`src/sv/qla_pkg.sv`:
```
// Shared types and constants of the Q-learning agent step core.
`default_nettype none

package qla_pkg;

   typedef logic signed [23:0] q_value_type;
   typedef logic signed [25:0] mul_op_type;
   typedef logic signed [26:0] mul_res_type;
   typedef logic signed [34:0] mul_prod_type;

   typedef enum logic [3:0] {
      ST_CLEAR,
      ST_IDLE,
      ST_SCAN,
      ST_CURRD,
      ST_GAMMA,
      ST_STEP,
      ST_WRITE,
      ST_TAIL,
      ST_DONE
   } seq_state_type;

   localparam logic [1:0] CSR_LEARNING_RATE   = 2'd0;
   localparam logic [1:0] CSR_DISCOUNT        = 2'd1;
   localparam logic [1:0] CSR_EXPLORE_PERCENT = 2'd2;

   localparam logic [7:0] LEARNING_RATE_RESET   = 8'd26;
   localparam logic [7:0] DISCOUNT_RESET        = 8'd230;
   localparam logic [6:0] EXPLORE_PERCENT_RESET = 7'd10;

   localparam mul_prod_type ROUND_HALF = 35'sd128;
   localparam int           FRAC_BITS  = 8;

   localparam mul_res_type Q_MAX = 27'sd8388607;
   localparam mul_res_type Q_MIN = -27'sd8388608;

endpackage

`default_nettype wire

```
`src/sv/qla_value_ram.sv`:
```
// Value table memory with one write port and one registered read port.
`default_nettype none

module qla_value_ram #(
   parameter int DEPTH  = 16,
   parameter int ADDR_W = 4
) (
   input  wire                       clock,
   input  wire                       wr_en,
   input  wire  [ADDR_W-1:0]         wr_addr,
   input  wire qla_pkg::q_value_type wr_data,
   input  wire  [ADDR_W-1:0]         rd_addr,
   output qla_pkg::q_value_type      rd_data
);
   import qla_pkg::*;

   q_value_type mem [DEPTH];
   q_value_type rd_data_ff;

   always_ff @(posedge clock) begin
      if (wr_en) begin
         mem[wr_addr] <= wr_data;
      end
   end

   always_ff @(posedge clock) begin
      rd_data_ff <= mem[rd_addr];
   end

   assign rd_data = rd_data_ff;

endmodule

`default_nettype wire

```
`src/sv/qla_mul_unit.sv`:
```
// Shared rate multiplier with registered product and round-half-up scaling by 1/256.
`default_nettype none

module qla_mul_unit (
   input  wire                      clock,
   input  wire  [7:0]               rate,
   input  wire qla_pkg::mul_op_type operand,
   output qla_pkg::mul_res_type     result
);
   import qla_pkg::*;

   mul_prod_type prod_ff;
   mul_prod_type prod_in;
   mul_prod_type rounded;

   assign prod_in = mul_prod_type'($signed({1'b0, rate})) * mul_prod_type'(operand);

   always_ff @(posedge clock) begin
      prod_ff <= prod_in;
   end

   assign rounded = (prod_ff + ROUND_HALF) >>> FRAC_BITS;
   assign result  = mul_res_type'(rounded);

endmodule

`default_nettype wire

```
`src/sv/q_learning_agent_step_core.sv`:
```
// Q-learning agent step core: one step per start, result as a one-cycle rsp_valid strobe.
// Sequence: a scan of the observed state's row finds the best action; with an update the previous
// entry is then read, moved toward the reward plus the discounted best value by the learning rate
// and written back, and the row is scanned again when the previous state equals the observed state.
// A new start is taken only in idle, at the earliest while rsp_valid is high.
// After reset a clearing pass zeroes every table entry; busy is high meanwhile.
// The receiver cannot stall; configuration writes are taken in every cycle.
`default_nettype none

module q_learning_agent_step_core #(
   parameter int STATE_COUNT  = 4,
   parameter int ACTION_COUNT = 4
) (
   input  wire                      clock,
   input  wire                      reset,
   input  wire                      start,
   output logic                     busy,
   input  wire  [1:0]               req_observed_state,
   input  wire  signed [7:0]        req_reward,
   input  wire                      req_has_previous,
   input  wire  [6:0]               req_explore_draw,
   input  wire  [1:0]               req_random_action,
   output logic                     rsp_valid,
   output logic [1:0]               rsp_action,
   output logic                     rsp_explored,
   output qla_pkg::q_value_type     rsp_updated_value,
   output logic                     rsp_saturated,
   input  wire                      csr_valid,
   output logic                     csr_ready,
   input  wire  [1:0]               csr_index,
   input  wire  [7:0]               csr_wdata
);
   import qla_pkg::*;

   localparam int TABLE_SIZE = STATE_COUNT * ACTION_COUNT;
   localparam int ST_W       = (STATE_COUNT > 1) ? $clog2(STATE_COUNT) : 1;
   localparam int AC_W       = (ACTION_COUNT > 1) ? $clog2(ACTION_COUNT) : 1;
   localparam int TAB_W      = (TABLE_SIZE > 1) ? $clog2(TABLE_SIZE) : 1;

   seq_state_type     state_ff, state_in;
   logic [TAB_W-1:0]  clr_ff, clr_in;
   logic [AC_W-1:0]   k_ff, k_in;
   logic              pass2_ff, pass2_in;
   logic              rvalid_ff, rvalid_in;
   logic [AC_W-1:0]   rk_ff, rk_in;

   logic [ST_W-1:0]   s_ff, s_in;
   logic [TAB_W-1:0]  base_ff, base_in;
   logic signed [7:0] reward_ff, reward_in;
   logic              has_prev_ff, has_prev_in;
   logic [6:0]        draw_ff, draw_in;
   logic [AC_W-1:0]   ract_ff, ract_in;

   q_value_type       best_val_ff, best_val_in;
   logic [AC_W-1:0]   best_idx_ff, best_idx_in;
   q_value_type       cur_ff, cur_in;
   q_value_type       newq_ff, newq_in;
   logic              sat_ff, sat_in;

   logic [ST_W-1:0]   last_state_ff, last_state_in;
   logic [AC_W-1:0]   last_action_ff, last_action_in;

   logic [7:0]        lr_ff, lr_in;
   logic [7:0]        disc_ff, disc_in;
   logic [6:0]        expl_pct_ff, expl_pct_in;

   logic              rsp_valid_ff, rsp_valid_in;
   logic [1:0]        rsp_action_ff, rsp_action_in;
   logic              rsp_explored_ff, rsp_explored_in;
   q_value_type       rsp_value_ff, rsp_value_in;
   logic              rsp_sat_ff, rsp_sat_in;

   logic              ram_we;
   logic [TAB_W-1:0]  ram_waddr;
   q_value_type       ram_wdata;
   logic [TAB_W-1:0]  ram_raddr;
   q_value_type       ram_rdata;

   logic [7:0]        mul_rate;
   mul_op_type        mul_operand;
   mul_res_type       mul_result;

   logic [1:0]        obs_red;
   logic [1:0]        ract_red;
   logic [TAB_W-1:0]  last_idx;
   mul_op_type        target;
   mul_op_type        diff;
   mul_res_type       newq_wide;
   logic              explore;
   logic [AC_W-1:0]   act;

   qla_value_ram #(
      .DEPTH  (TABLE_SIZE),
      .ADDR_W (TAB_W)
   ) u_value_ram (
      .clock   (clock),
      .wr_en   (ram_we),
      .wr_addr (ram_waddr),
      .wr_data (ram_wdata),
      .rd_addr (ram_raddr),
      .rd_data (ram_rdata)
   );

   qla_mul_unit u_mul_unit (
      .clock   (clock),
      .rate    (mul_rate),
      .operand (mul_operand),
      .result  (mul_result)
   );

   assign obs_red  = (32'(req_observed_state) >= STATE_COUNT) ?
                     2'(32'(req_observed_state) - STATE_COUNT) : req_observed_state;
   assign ract_red = (32'(req_random_action) >= ACTION_COUNT) ?
                     2'(32'(req_random_action) - ACTION_COUNT) : req_random_action;
   assign last_idx = TAB_W'(32'(last_state_ff) * ACTION_COUNT) + TAB_W'(last_action_ff);

   assign mul_rate    = (state_ff == ST_STEP) ? lr_ff : disc_ff;
   assign mul_operand = (state_ff == ST_STEP) ? diff : mul_op_type'(best_val_ff);

   assign target    = (mul_op_type'(reward_ff) <<< FRAC_BITS) + mul_op_type'(mul_result);
   assign diff      = target - mul_op_type'(cur_ff);
   assign newq_wide = mul_res_type'(cur_ff) + mul_result;

   assign explore = (draw_ff < expl_pct_ff);
   assign act     = explore ? ract_ff : best_idx_ff;

   always_comb begin
      state_in        = state_ff;
      clr_in          = clr_ff;
      k_in            = k_ff;
      pass2_in        = pass2_ff;
      rvalid_in       = (state_ff == ST_SCAN);
      rk_in           = k_ff;
      s_in            = s_ff;
      base_in         = base_ff;
      reward_in       = reward_ff;
      has_prev_in     = has_prev_ff;
      draw_in         = draw_ff;
      ract_in         = ract_ff;
      best_val_in     = best_val_ff;
      best_idx_in     = best_idx_ff;
      cur_in          = cur_ff;
      newq_in         = newq_ff;
      sat_in          = sat_ff;
      last_state_in   = last_state_ff;
      last_action_in  = last_action_ff;
      lr_in           = lr_ff;
      disc_in         = disc_ff;
      expl_pct_in     = expl_pct_ff;
      rsp_valid_in    = 1'b0;
      rsp_action_in   = rsp_action_ff;
      rsp_explored_in = rsp_explored_ff;
      rsp_value_in    = rsp_value_ff;
      rsp_sat_in      = rsp_sat_ff;
      ram_we          = 1'b0;
      ram_waddr       = last_idx;
      ram_wdata       = newq_wide[23:0];
      ram_raddr       = base_ff + TAB_W'(k_ff);

      if (csr_valid) begin
         unique case (csr_index)
            CSR_LEARNING_RATE:   lr_in       = csr_wdata;
            CSR_DISCOUNT:        disc_in     = csr_wdata;
            CSR_EXPLORE_PERCENT: expl_pct_in = csr_wdata[6:0];
            default: ;
         endcase
      end

      if (rvalid_ff) begin
         if (rk_ff == '0 || ram_rdata > best_val_ff) begin
            best_val_in = ram_rdata;
            best_idx_in = rk_ff;
         end
      end

      unique case (state_ff)
         ST_CLEAR: begin
            ram_we    = 1'b1;
            ram_waddr = clr_ff;
            ram_wdata = '0;
            clr_in    = clr_ff + TAB_W'(1);
            if (clr_ff == TAB_W'(TABLE_SIZE - 1)) begin
               state_in = ST_IDLE;
            end
         end
         ST_IDLE: begin
            if (start) begin
               s_in        = ST_W'(obs_red);
               base_in     = TAB_W'(32'(ST_W'(obs_red)) * ACTION_COUNT);
               reward_in   = req_reward;
               has_prev_in = req_has_previous;
               draw_in     = req_explore_draw;
               ract_in     = AC_W'(ract_red);
               newq_in     = '0;
               sat_in      = 1'b0;
               k_in        = '0;
               pass2_in    = 1'b0;
               state_in    = ST_SCAN;
            end
         end
         ST_SCAN: begin
            k_in = k_ff + AC_W'(1);
            if (k_ff == AC_W'(ACTION_COUNT - 1)) begin
               state_in = (pass2_ff || !has_prev_ff) ? ST_TAIL : ST_CURRD;
            end
         end
         ST_CURRD: begin
            ram_raddr = last_idx;
            state_in  = ST_GAMMA;
         end
         ST_GAMMA: begin
            cur_in   = ram_rdata;
            state_in = ST_STEP;
         end
         ST_STEP: begin
            state_in = ST_WRITE;
         end
         ST_WRITE: begin
            ram_we = 1'b1;
            if (newq_wide > Q_MAX) begin
               ram_wdata = Q_MAX[23:0];
               sat_in    = 1'b1;
            end else if (newq_wide < Q_MIN) begin
               ram_wdata = Q_MIN[23:0];
               sat_in    = 1'b1;
            end else begin
               sat_in    = 1'b0;
            end
            newq_in = ram_wdata;
            if (last_state_ff == s_ff) begin
               k_in     = '0;
               pass2_in = 1'b1;
               state_in = ST_SCAN;
            end else begin
               state_in = ST_DONE;
            end
         end
         ST_TAIL: begin
            state_in = ST_DONE;
         end
         ST_DONE: begin
            last_state_in   = s_ff;
            last_action_in  = act;
            rsp_valid_in    = 1'b1;
            rsp_action_in   = 2'(act);
            rsp_explored_in = explore;
            rsp_value_in    = newq_ff;
            rsp_sat_in      = sat_ff;
            state_in        = ST_IDLE;
         end
      endcase
   end

   always_ff @(posedge clock) begin
      if (reset) begin
         state_ff       <= ST_CLEAR;
         clr_ff         <= '0;
         k_ff           <= '0;
         pass2_ff       <= 1'b0;
         rvalid_ff      <= 1'b0;
         last_state_ff  <= '0;
         last_action_ff <= '0;
         lr_ff          <= LEARNING_RATE_RESET;
         disc_ff        <= DISCOUNT_RESET;
         expl_pct_ff    <= EXPLORE_PERCENT_RESET;
         rsp_valid_ff   <= 1'b0;
      end else begin
         state_ff       <= state_in;
         clr_ff         <= clr_in;
         k_ff           <= k_in;
         pass2_ff       <= pass2_in;
         rvalid_ff      <= rvalid_in;
         last_state_ff  <= last_state_in;
         last_action_ff <= last_action_in;
         lr_ff          <= lr_in;
         disc_ff        <= disc_in;
         expl_pct_ff    <= expl_pct_in;
         rsp_valid_ff   <= rsp_valid_in;
      end
   end

   always_ff @(posedge clock) begin
      rk_ff           <= rk_in;
      s_ff            <= s_in;
      base_ff         <= base_in;
      reward_ff       <= reward_in;
      has_prev_ff     <= has_prev_in;
      draw_ff         <= draw_in;
      ract_ff         <= ract_in;
      best_val_ff     <= best_val_in;
      best_idx_ff     <= best_idx_in;
      cur_ff          <= cur_in;
      newq_ff         <= newq_in;
      sat_ff          <= sat_in;
      rsp_action_ff   <= rsp_action_in;
      rsp_explored_ff <= rsp_explored_in;
      rsp_value_ff    <= rsp_value_in;
      rsp_sat_ff      <= rsp_sat_in;
   end

   assign busy              = (state_ff != ST_IDLE);
   assign csr_ready         = 1'b1;
   assign rsp_valid         = rsp_valid_ff;
   assign rsp_action        = rsp_action_ff;
   assign rsp_explored      = rsp_explored_ff;
   assign rsp_updated_value = rsp_value_ff;
   assign rsp_saturated     = rsp_sat_ff;

endmodule

`default_nettype wire
```
`config.mk`:
```
export PLATFORM = sky130hd
export DESIGN_NAME = q_learning_agent_step_core
export DESIGN_NICKNAME = d
export VERILOG_FILES = /design/src/sv/qla_pkg.sv /design/src/sv/qla_value_ram.sv /design/src/sv/qla_mul_unit.sv /design/src/sv/q_learning_agent_step_core.sv
export SDC_FILE = /design/constraint.sdc
export NUM_CORES = 1
export LEC_CHECK = 0
export ABC_AREA = 1
export BUFFER_PORTS_ARGS = -buffer_cell sky130_fd_sc_hd__buf_2
export CAP_MARGIN = 0
export CORE_AREA = 2 2 263 265
export CTS_CLUSTER_DIAMETER = 60
export DETAILED_ROUTE_END_ITERATION = 7
export DIE_AREA = 0 0 265 267
export PLACE_DENSITY = 0.74
export SLEW_MARGIN = 10
export SYNTH_ARGS = -nofsm -noshare
export SYNTH_HDL_FRONTEND = slang
export SYNTH_HIERARCHICAL = 1
export SYNTH_SLANG_ARGS = --single-unit
```
`constraint.sdc`:
```
create_clock -name clock -period 6.8 [get_ports clock]
set_input_delay 1.02 -clock clock [delete_from_list [all_inputs] [get_ports clock]]
set_output_delay 1.02 -clock clock [all_outputs]
set_load 0.01 [all_outputs]
```
# After elaboration in Yosys (flattened, before gate mapping)
# Memories as Yosys holds them, arrays and structs flattened. A register that Yosys moved wholly into a read port is not among the register bits.
# Cells that the tools add are included.
[totals] reg_bits=200 ram_bits=384 in_bits=34 output_inout_bits=31 wordCells=106 n_memories=1
[classes] n_addsub=8 n_mul=1 order_cmp=4 eq_ne=18 n_mux=29 reduce_logical=18
[mem_list] name="u_value_ram.mem" words=16 word_bits=24 read_ports=1 rd_ports_with_merged_regs=1 write_ports=1 line="qla_value_ram.sv:17" source="q_value_type mem [DEPTH];"
[ops] cell="$pmux W24 S2" n=2
[ops] cell="$mux W24" n=3
[ops] cell="$pmux W4 S9" n=1
[ops] cell="$add A35 B9 Y35 const B" n=1
[ops] cell="$mul A9 B26 Y35" n=1
[ops] cell="$add A24 B27 Y27" n=1
[ops] cell="$gt A27 B24 Y1 const B" n=1
[ops] cell="$lt A27 B24 Y1 const B" n=1
[ops] cell="$add A16 B26 Y26" n=1
[ops] cell="$mux W26" n=1
[ops] cell="$sub A26 B24 Y26" n=1
[ops] cell="$gt A24 B24 Y1" n=1
[ops] cell="$mux W4" n=6
[ops] cell="$eq A4 B3 Y1 const B" n=4
[ops] cell="$reduce_and A2 Y1" n=6
[ops] cell="$reduce_and A3 Y1" n=3
[ops] cell="$add A4 B2 Y4" n=2
[ops] cell="$eq A4 B2 Y1 const B" n=2
[ops] cell="$eq A4 B4 Y1 const B" n=2
[ops] cell="$mux W1" n=8
[ops] cell="$mux W8" n=1
[ops] cell="$lt A7 B7 Y1" n=1
[ops] cell="$mux W2" n=3
[ops] cell="$ne A2 B2 Y1 const B" n=3
[ops] cell="other kinds (18)" n=22

# Logic depth before layout (Yosys ltp)
# Gate-level depths: netlist (run 1).
[logic_depth] ltp_word=6 depth_mapped=43 mapped_depth_nobuf=42

# Modules after synthesis
# Netlist (run 1), hierarchy kept.
[by_module_without_submodules] module="qla_value_ram" instances=1 cells_each=1597 area_per_inst_um2=16951.3 seq_area_each_um2=12011.5
[by_module_without_submodules] module="q_learning_agent_step_core" instances=1 cells_each=1390 area_per_inst_um2=11235.8 seq_area_each_um2=4534.3
[by_module_without_submodules] module="qla_mul_unit" instances=1 cells_each=1287 area_per_inst_um2=8968.6 seq_area_each_um2=560.5

# Worst setup path before layout (run 1)
# Ideal clock, no wire load.
[synth_path] kind="register to register" from="register u_mul_unit.prod_ff[8]" to="register u_mul_unit.prod_ff[33]" setup_time_ns=0.112 arrival_time_ns=7.141 required_ns=6.688 setup_slack_ns=-0.453 stages_incl_launch_ff=42 path_buffers=1 cell_sequence="dfxtp_1 ha_1 inv_1 nor2_4 nand2_2 nor3_4 nand2_2 nor2_4 nand3b_1 xnor2_1 inv_1 fa_1 inv_1 ha_1 nand2_1 o21bai_1 a21oi_1 nand3_1 (+6 left out) nand2_1 inv_1 fa_1 inv_1 fa_1 inv_1 fa_1 inv_1 fa_1 inv_1 ha_1 inv_1 nor3_1 nand2_1 nor3_1 nand2_1 nand3_1 nand2_1"
[synth_via] elab_chain_len=5
[synth_lines] item="start: declaration" line="qla_mul_unit.sv:12" source="mul_prod_type prod_ff;"
[synth_lines] item="start signal: assignment" line="qla_mul_unit.sv:19" source="prod_ff <= prod_in;"
[synth_lines] item="$add A35 B9 Y35" line="qla_mul_unit.sv:22" source="assign rounded = (prod_ff + ROUND_HALF) >>> FRAC_BITS;"
[synth_lines] item="net mul_result[19]" line="q_learning_agent_step_core.sv:81" source="mul_res_type mul_result;"
[synth_lines] item="$add A16 B26 Y26" line="q_learning_agent_step_core.sv:120" source="assign target = (mul_op_type'(reward_ff) <<< FRAC_BITS) + mul_op_type'(mul_result);"
[synth_lines] item="$sub A26 B24 Y26" line="q_learning_agent_step_core.sv:121" source="assign diff = target - mul_op_type'(cur_ff);"
[synth_lines] item="$mux W26" line="q_learning_agent_step_core.sv:118" source="assign mul_operand = (state_ff == ST_STEP) ? diff : mul_op_type'(best_val_ff);"
[synth_lines] item="net mul_operand[25]" line="q_learning_agent_step_core.sv:80" source="mul_op_type mul_operand;"
[synth_lines] item="$mul A9 B26 Y35" line="qla_mul_unit.sv:16" source="assign prod_in = mul_prod_type'($signed({1'b0, rate})) * mul_prod_type'(operand);"
[synth_lines] item="net u_mul_unit.prod_in[33]" line="qla_mul_unit.sv:13" source="mul_prod_type prod_in;"
# The timed path passes the listed nets, and every way through them passes these cells.
# A chain may end at the register's enable or synchronous reset.

# Worst setup path in the final report (run 1)
[layout_path] from="register u_mul_unit.prod_ff[7]" to="register u_mul_unit.prod_ff[28]"
# Same word-level chain as after synthesis.

==> qor.yml, run 1 <==
setup.worst_path.class: "reg -> reg"
post-place-ws_ns: -1.09
drv_cap: 0
slew_viol_final: 0
finClkSkew_ns: 0.0426
clockBufferDepth: 3
grt_remaining_overflow: 0
layout_commonest_cell: "nand2_1"
drcViolationCount: 0
syn_area_per_cell_um2: 8.69
cpPeakStageDelay_ns: 0.57
violations: "setup timing"
num_rows: 96
grt_usage: 0.289
p_leak_nw: 21.5
ys_seq_area_frac: 0.460
area_growth_pct: 20.4
io_buffers: 63
period_needed_ns: 7.35
cp-end-kind: "register"
power.density_mw_per_mm2: 345
finalWorstSetupSlack_ns: -0.550
worstPathMaxFanout: 6
gp_congestion: 0.997
rsz0062_at_grt: "true"
max-vdd-ir-drop_mv: 0.253
grt_antenna_before_repair: 0
htree_levels: 2
use_met3: 0.0352
critical_path_required_ns: 7.33
async_flop_share: 0
met1_usage: 0.377
slowest_stage: "fa_1"
min_path_type: "reg -> reg"
setup_viol_count_final: 23
tritoncts: "yes"
fp.coreArea_mm2: 0.0680
cts_buffers: 57
worstSetupStartpointType: "register"
cts_hold_buf: 0
fin_nets: 5001
clkTransAtPathRegs_ns: 0.07
grt_pass1_vias: 29300
grt_use_met2: 0.491
ys_warn_count: 6
cts.sinks: 601
routedWlPerCell_um: 18.6
dieArea_mm2: 0.0708
drive_above_1_share: 0.203
grt_busiest_layer: "met2"
most-common-layout-cells: "1167 x nand2_1, 860 x inv_1, 507 x edfxtp_1"
hold_violations: 0
grt_pass1_wl_um: 158000
drt-initial-drc-count: 2939
place_area_mm2: 0.0408
yosys_most_used_dff: "edfxtp_1"
grt_max_degree: 107
total_power_mw: 15.4
totalWireLength_um: 103000
dr.pass1.iters: 5
relSlewSlack: 0.180
io_pins: 65
netlist_area_mm2: 0.0372
vias: 29700
synthesis.nets: 4646
whs_ns: 0.404
fp.dieW_um: 265
start_util: 0.547
ys_types: 50
ant_nets: 0
die_y_um: 267
stdcell_area_mm2: 0.0447
timing.fmax_ghz: 0.136
critPathArrivalTime_ns: 7.88
worst_slew_pin_slew_ns: 1.23
post_drt_via_cell_ratio: 5.34
status: "complete, but fails checks"
synth_cells: 4274
period_share: 1.08
clkLatencyLatePin_ns: 0.67
yosys_register_bits: 601
dp_hpwl_um: 70300
synth_edf_count: 507
cts-root-buf: "clkbuf_16"
## final timing paths
path,start,to,slack [ns],cells after the start
worst max register to register,u_mul_unit/prod_ff[7],u_mul_unit/prod_ff[28],-0.55,42
worst min-delay path,k_ff[1],rk_ff[1],0.40,0
worst max-delay path,u_mul_unit/prod_ff[7],u_mul_unit/prod_ff[28],-0.55,42
worst min register to register,k_ff[1],rk_ff[1],0.40,0
## report_power, final
group / total, mW / leakage, nW / internal, mW / switching [mW]
Combinational: 7.78 / 14.9 / 3.39 / 4.38
Clock: 3.42 / 0.999 / 1.94 / 1.48
Sequential: 4.22 / 5.64 / 4.13 / 0.0946
Total: 15.4 / 21.5 / 9.46 / 5.96
## repair_timing
action,CTS,global route
buffers inserted,29,17
gates resized for setup,261,103
pin swaps,79,55
endpoints found under the setup margin,27,27
## registers in the layout (all words and copies together), names as in the netlist, 2 cells and up
signal	flops
rk_ff	2
rsp_action	2
best_idx_ff	2
lr_ff	8
u_value_ram/rd_data	24
ract_ff	2
u_value_ram/mem	384
k_ff	2
reward_ff	8
u_mul_unit/prod_ff	28
disc_ff	8
last_state_ff	2
rsp_updated_value	24
s_ff	2
cur_ff	24
best_val_ff	24
newq_ff	24
draw_ff	7
last_action_ff	2
expl_pct_ff	7
state_ff	4
clr_ff	4
## cell families (layout without fill, tap and decap cells)
kind of cell / Yosys count / after routing / share of synthesized area
AND/OR/NAND/NOR: 1956 / 1956 / 0.225
AO/OA/AOI/OAI: 247 / 247 / 0.0363
XOR/XNOR: 72 / 72 / 0.0170
other: 1 / 3 / 0.000101
buffers and inverters: 1059 / 1462 / 0.111
flip-flops: 601 / 601 / 0.460
adder cells (fa/ha/maj): 338 / 338 / 0.150
## metal layers
layer	part of all wire	vias up
li1	-	14100
met1	0.40	14100
met2	0.48	1247
met3	0.075	279
met4	0.045	0
met5	0	-
## final cells by class
type                            count  area, um^2
Tap cell                          882        1100
Timing Repair Buffer              443        3240
Clock buffer                       58        1430
Multi-Input combinational cell   2614       17800
Antenna cell                        2        5.00
Inverter                          912        3440
Sequential cell                   601       17100
Fill cell                        5227       23200
Clock inverter                     49         608
## worst max-delay path: cells and delay by family (launching register included)
kind / cells / cell delay [ns]
adders and majority gates: 7 / 3.21
and+or+nand+nor: 21 / 2.35
buffers and inverters: 10 / 0.73
AOI/OAI and AO/OA: 3 / 0.42
DFF: 1 / 0.37
xor gates and xnor gates: 1 / 0.20
## metrics by stage
stage,setup TNS [ns],instances,util
global placement,-21.61,5406,0.600
finish,-7.88,5561,0.658
floorplan,-0.0263,4274,-
global route,-16.59,5559,0.658
detailed placement,-21.57,5406,0.600
CTS,-6.35,5542,0.650
## synth_stat cells (12+ instances only)
master | number | area (um^2)
dfxtp_1 | 94 | 1880
buf_2 | 46 | 230
fa_1 | 180 | 3600
xor2_1 | 51 | 447
clkbuf_1 | 71 | 267
inv_1 | 901 | 3380
nand2_1 | 1227 | 4610
o21bai_1 | 12 | 90.1
nand2_2 | 15 | 93.8
xnor2_1 | 21 | 184
nand3_1 | 395 | 1980
nor2_1 | 189 | 709
edfxtp_1 | 507 | 15200
a21oi_1 | 106 | 531
nor3_1 | 38 | 190
ha_1 | 158 | 1980
nand3_2 | 27 | 270
buf_4 | 20 | 150
o21ai_0 | 89 | 445
nand4_1 | 23 | 144
No activity file was read; power rests on OpenSTA's default activity.
==> inputs of run 2 (changes only) <==
--- a/config.mk
+++ b/config.mk
@@ -8,11 +8,13 @@
 export ABC_AREA = 1
 export BUFFER_PORTS_ARGS = -buffer_cell sky130_fd_sc_hd__buf_2
 export CAP_MARGIN = 0
-export CORE_AREA = 2 2 263 265
+export CELL_PAD_IN_SITES_DETAIL_PLACEMENT = 0
+export CELL_PAD_IN_SITES_GLOBAL_PLACEMENT = 1
+export CORE_AREA = 2 2 291 293
 export CTS_CLUSTER_DIAMETER = 60
 export DETAILED_ROUTE_END_ITERATION = 7
-export DIE_AREA = 0 0 265 267
-export PLACE_DENSITY = 0.74
+export DIE_AREA = 0 0 293 295
+export PLACE_DENSITY_LB_ADDON = 0.1
 export SLEW_MARGIN = 10
 export SYNTH_ARGS = -nofsm -noshare
 export SYNTH_HDL_FRONTEND = slang
==> qor.yml, run 2 (synthesis gave the netlist of run 1 again) <==
status: "complete, but fails checks"
violations: "setup timing"
reg_top3: "u_value_ram/mem: 384 flops, u_mul_unit/prod_ff: 28 flops"
cts.sinks: 601
cts_hold_buf: 0
relSlewSlack: 0.186
largest_reg_flops: 384
power.share.clock: 0.234
finalWorstSetupSlack_ns: -0.445
sw_frac_of_total: 0.385
tritoncts: "yes"
post_drt_via_cell_ratio: 4.89
fin_nets: 5085
fp.coreArea_mm2: 0.0832
gp_congestion: 0.889
use_met3: 0.0326
drcViolationCount: 0
pwr-share-seq: 0.256
dp_hpwl_um: 74700
layout_commonest_cell: "nand2_1"
drt-initial-drc-count: 1740
grt_max_degree: 193
routedWlPerCell_um: 18.5
min_path_type: "reg -> reg"
fp.dieW_um: 293
period_needed_ns: 7.25
totalWireLength_um: 108000
critPathTopFamily: "adder cells"
reg2reg_depth: 40
area_growth_pct: 25.0
io_buffers: 63
start_util: 0.447
vias: 28600
switchingPower_mw: 6.36
dr.pass1.iters: 6
p_leak_nw: 22.2
hold_violations: 0
clkTransAtPathRegs_ns: 0.06
timing.fmax_ghz: 0.138
worstPathMaxFanout: 5
slowest_stage: "fa_1"
power.density_mw_per_mm2: 356
io_pins: 65
setup_viol_count_final: 21
crit_buf_inv: 10
setup_tns_ns: -6.44
clockBufferDepth: 3
setup.worst_path.class: "reg -> reg"
combPwrFrac: 0.510
clkLatencyLatePin_ns: 0.65
critical_path_required_ns: 7.32
htree_levels: 3
period_share: 1.07
met1_usage: 0.328
grt_antenna_before_repair: 6
grt_pass1_vias: 28200
worst_slew_pin_slew_ns: 1.22
cpPeakStageDelay_ns: 0.57
slew_viol_final: 0
num_rows: 106
p_int_mw: 10.2
grt_pass1_wl_um: 166000
most-common-layout-cells: "1141 x nand2_1, 841 x inv_1, 507 x edfxtp_1"
dieArea_mm2: 0.0864
worst-path-stages: 40
cts-root-buf: "clkbuf_16"
grt_busiest_layer: "met2"
grt_use_met2: 0.447
regMostFlops: "u_value_ram/mem"
cp-end-kind: "register"
max-vdd-ir-drop_mv: 0.279
grt_usage: 0.253
die_y_um: 295
ant_nets: 0
finClkSkew_ns: 0.0459
dp.cells: 5623
grt_remaining_overflow: 0
drv_cap: 0
worstSetupStartpointType: "register"
rsz0062_at_grt: "true"
finalNonFillerCells: 5848
drive_above_1_share: 0.232
critPathArrivalTime_ns: 7.77
holdPathStages: 0
cts_buffers: 71
cpMostUsedCell: "fa_1"
[run 2: cell count changes in the layout (fill, tap and decap cells not counted), moves of 15 or more]
cell and delta:
buf_4 +42, buf_6 +26, nand2_1 -26, inv_1 -19, inv_2 +17, clkbuf_1 +15
clkbuf_16 +15, nand2_2 +15
[run 2: power groups by stage]
stage          combinational, mW  clock [mW]  sequential, mW
6_report                    8.42        3.87            4.23
5_1_grt                     9.14        4.09            4.24
4_1_cts                     7.88        3.94            4.22
3_5_place_dp                6.38           0            4.29
3_3_place_gp                6.42           0            4.29
2_1_floorplan               3.64           0            4.28
[run 2: stage by stage]
| stage | utilization | worst slack (ns) | power [mW] | instance area (um^2) | hold WS [ns] |
|---|---|---|---|---|---|
| after floorplan | - | -0.0263 | 7.92 | 37400 | 0.367 |
| after global placement | 0.496 | -0.831 | 10.7 | 41200 | 0.386 |
| after detailed placement | 0.496 | -0.863 | 10.7 | 41200 | 0.390 |
| after CTS | 0.550 | -0.353 | 16.0 | 45700 | 0.399 |
| after global routing | 0.559 | -0.805 | 17.5 | 46500 | 0.403 |
| final | 0.559 | -0.445 | 16.5 | 46500 | 0.402 |
[run 2: layer usage]
metal / vias up / wire, um
met2: 525 / 54200
met1: 13700 / 46900
li1: 14200 / -
met3: 157 / 4650
met4: 0 / 2650
met5: - / 0
[run 2: layout make-up]
cell class | instances | area [um^2]
well taps | 1080 | 1350
diodes | 1 | 2.50
clock buffers | 93 | 1930
clock inverters | 34 | 488
flip-flops and latches | 601 | 17100
fillers | 7524 | 36700
multi-input cells | 2614 | 18200
repair buffers | 513 | 3890
inverters | 912 | 3440
[run 2: worst reg2reg max path, delay by kind of cell, from the launching register on]
kind                     cells  cell delay [ns]
buffers and inverters       10             0.81
AO/OA/AOI/OAI                4             0.57
AND/OR/NAND/NOR             17             1.92
XOR/XNOR                     1             0.20
adder cells (fa/ha/maj)      8             3.22
flip-flops                   1             0.37
[run 2: worst paths after layout]
kind                               from                endpoint  slack, ns
hold reg to reg                 k_ff[0]                rk_ff[0]       0.40
hold / removal                  k_ff[0]                rk_ff[0]       0.40
setup / recovery  u_mul_unit/prod_ff[7]  u_mul_unit/prod_ff[28]      -0.45
setup reg to reg  u_mul_unit/prod_ff[7]  u_mul_unit/prod_ff[28]      -0.45
[run 2: timing repair]
| item | 4_1_cts | 5_1_grt |
|---|---|---|
| setup endpoints to repair | 24 | 27 |
| resized for setup | 368 | 143 |
| buffers inserted | 74 | 24 |
| pin swaps | 167 | 92 |
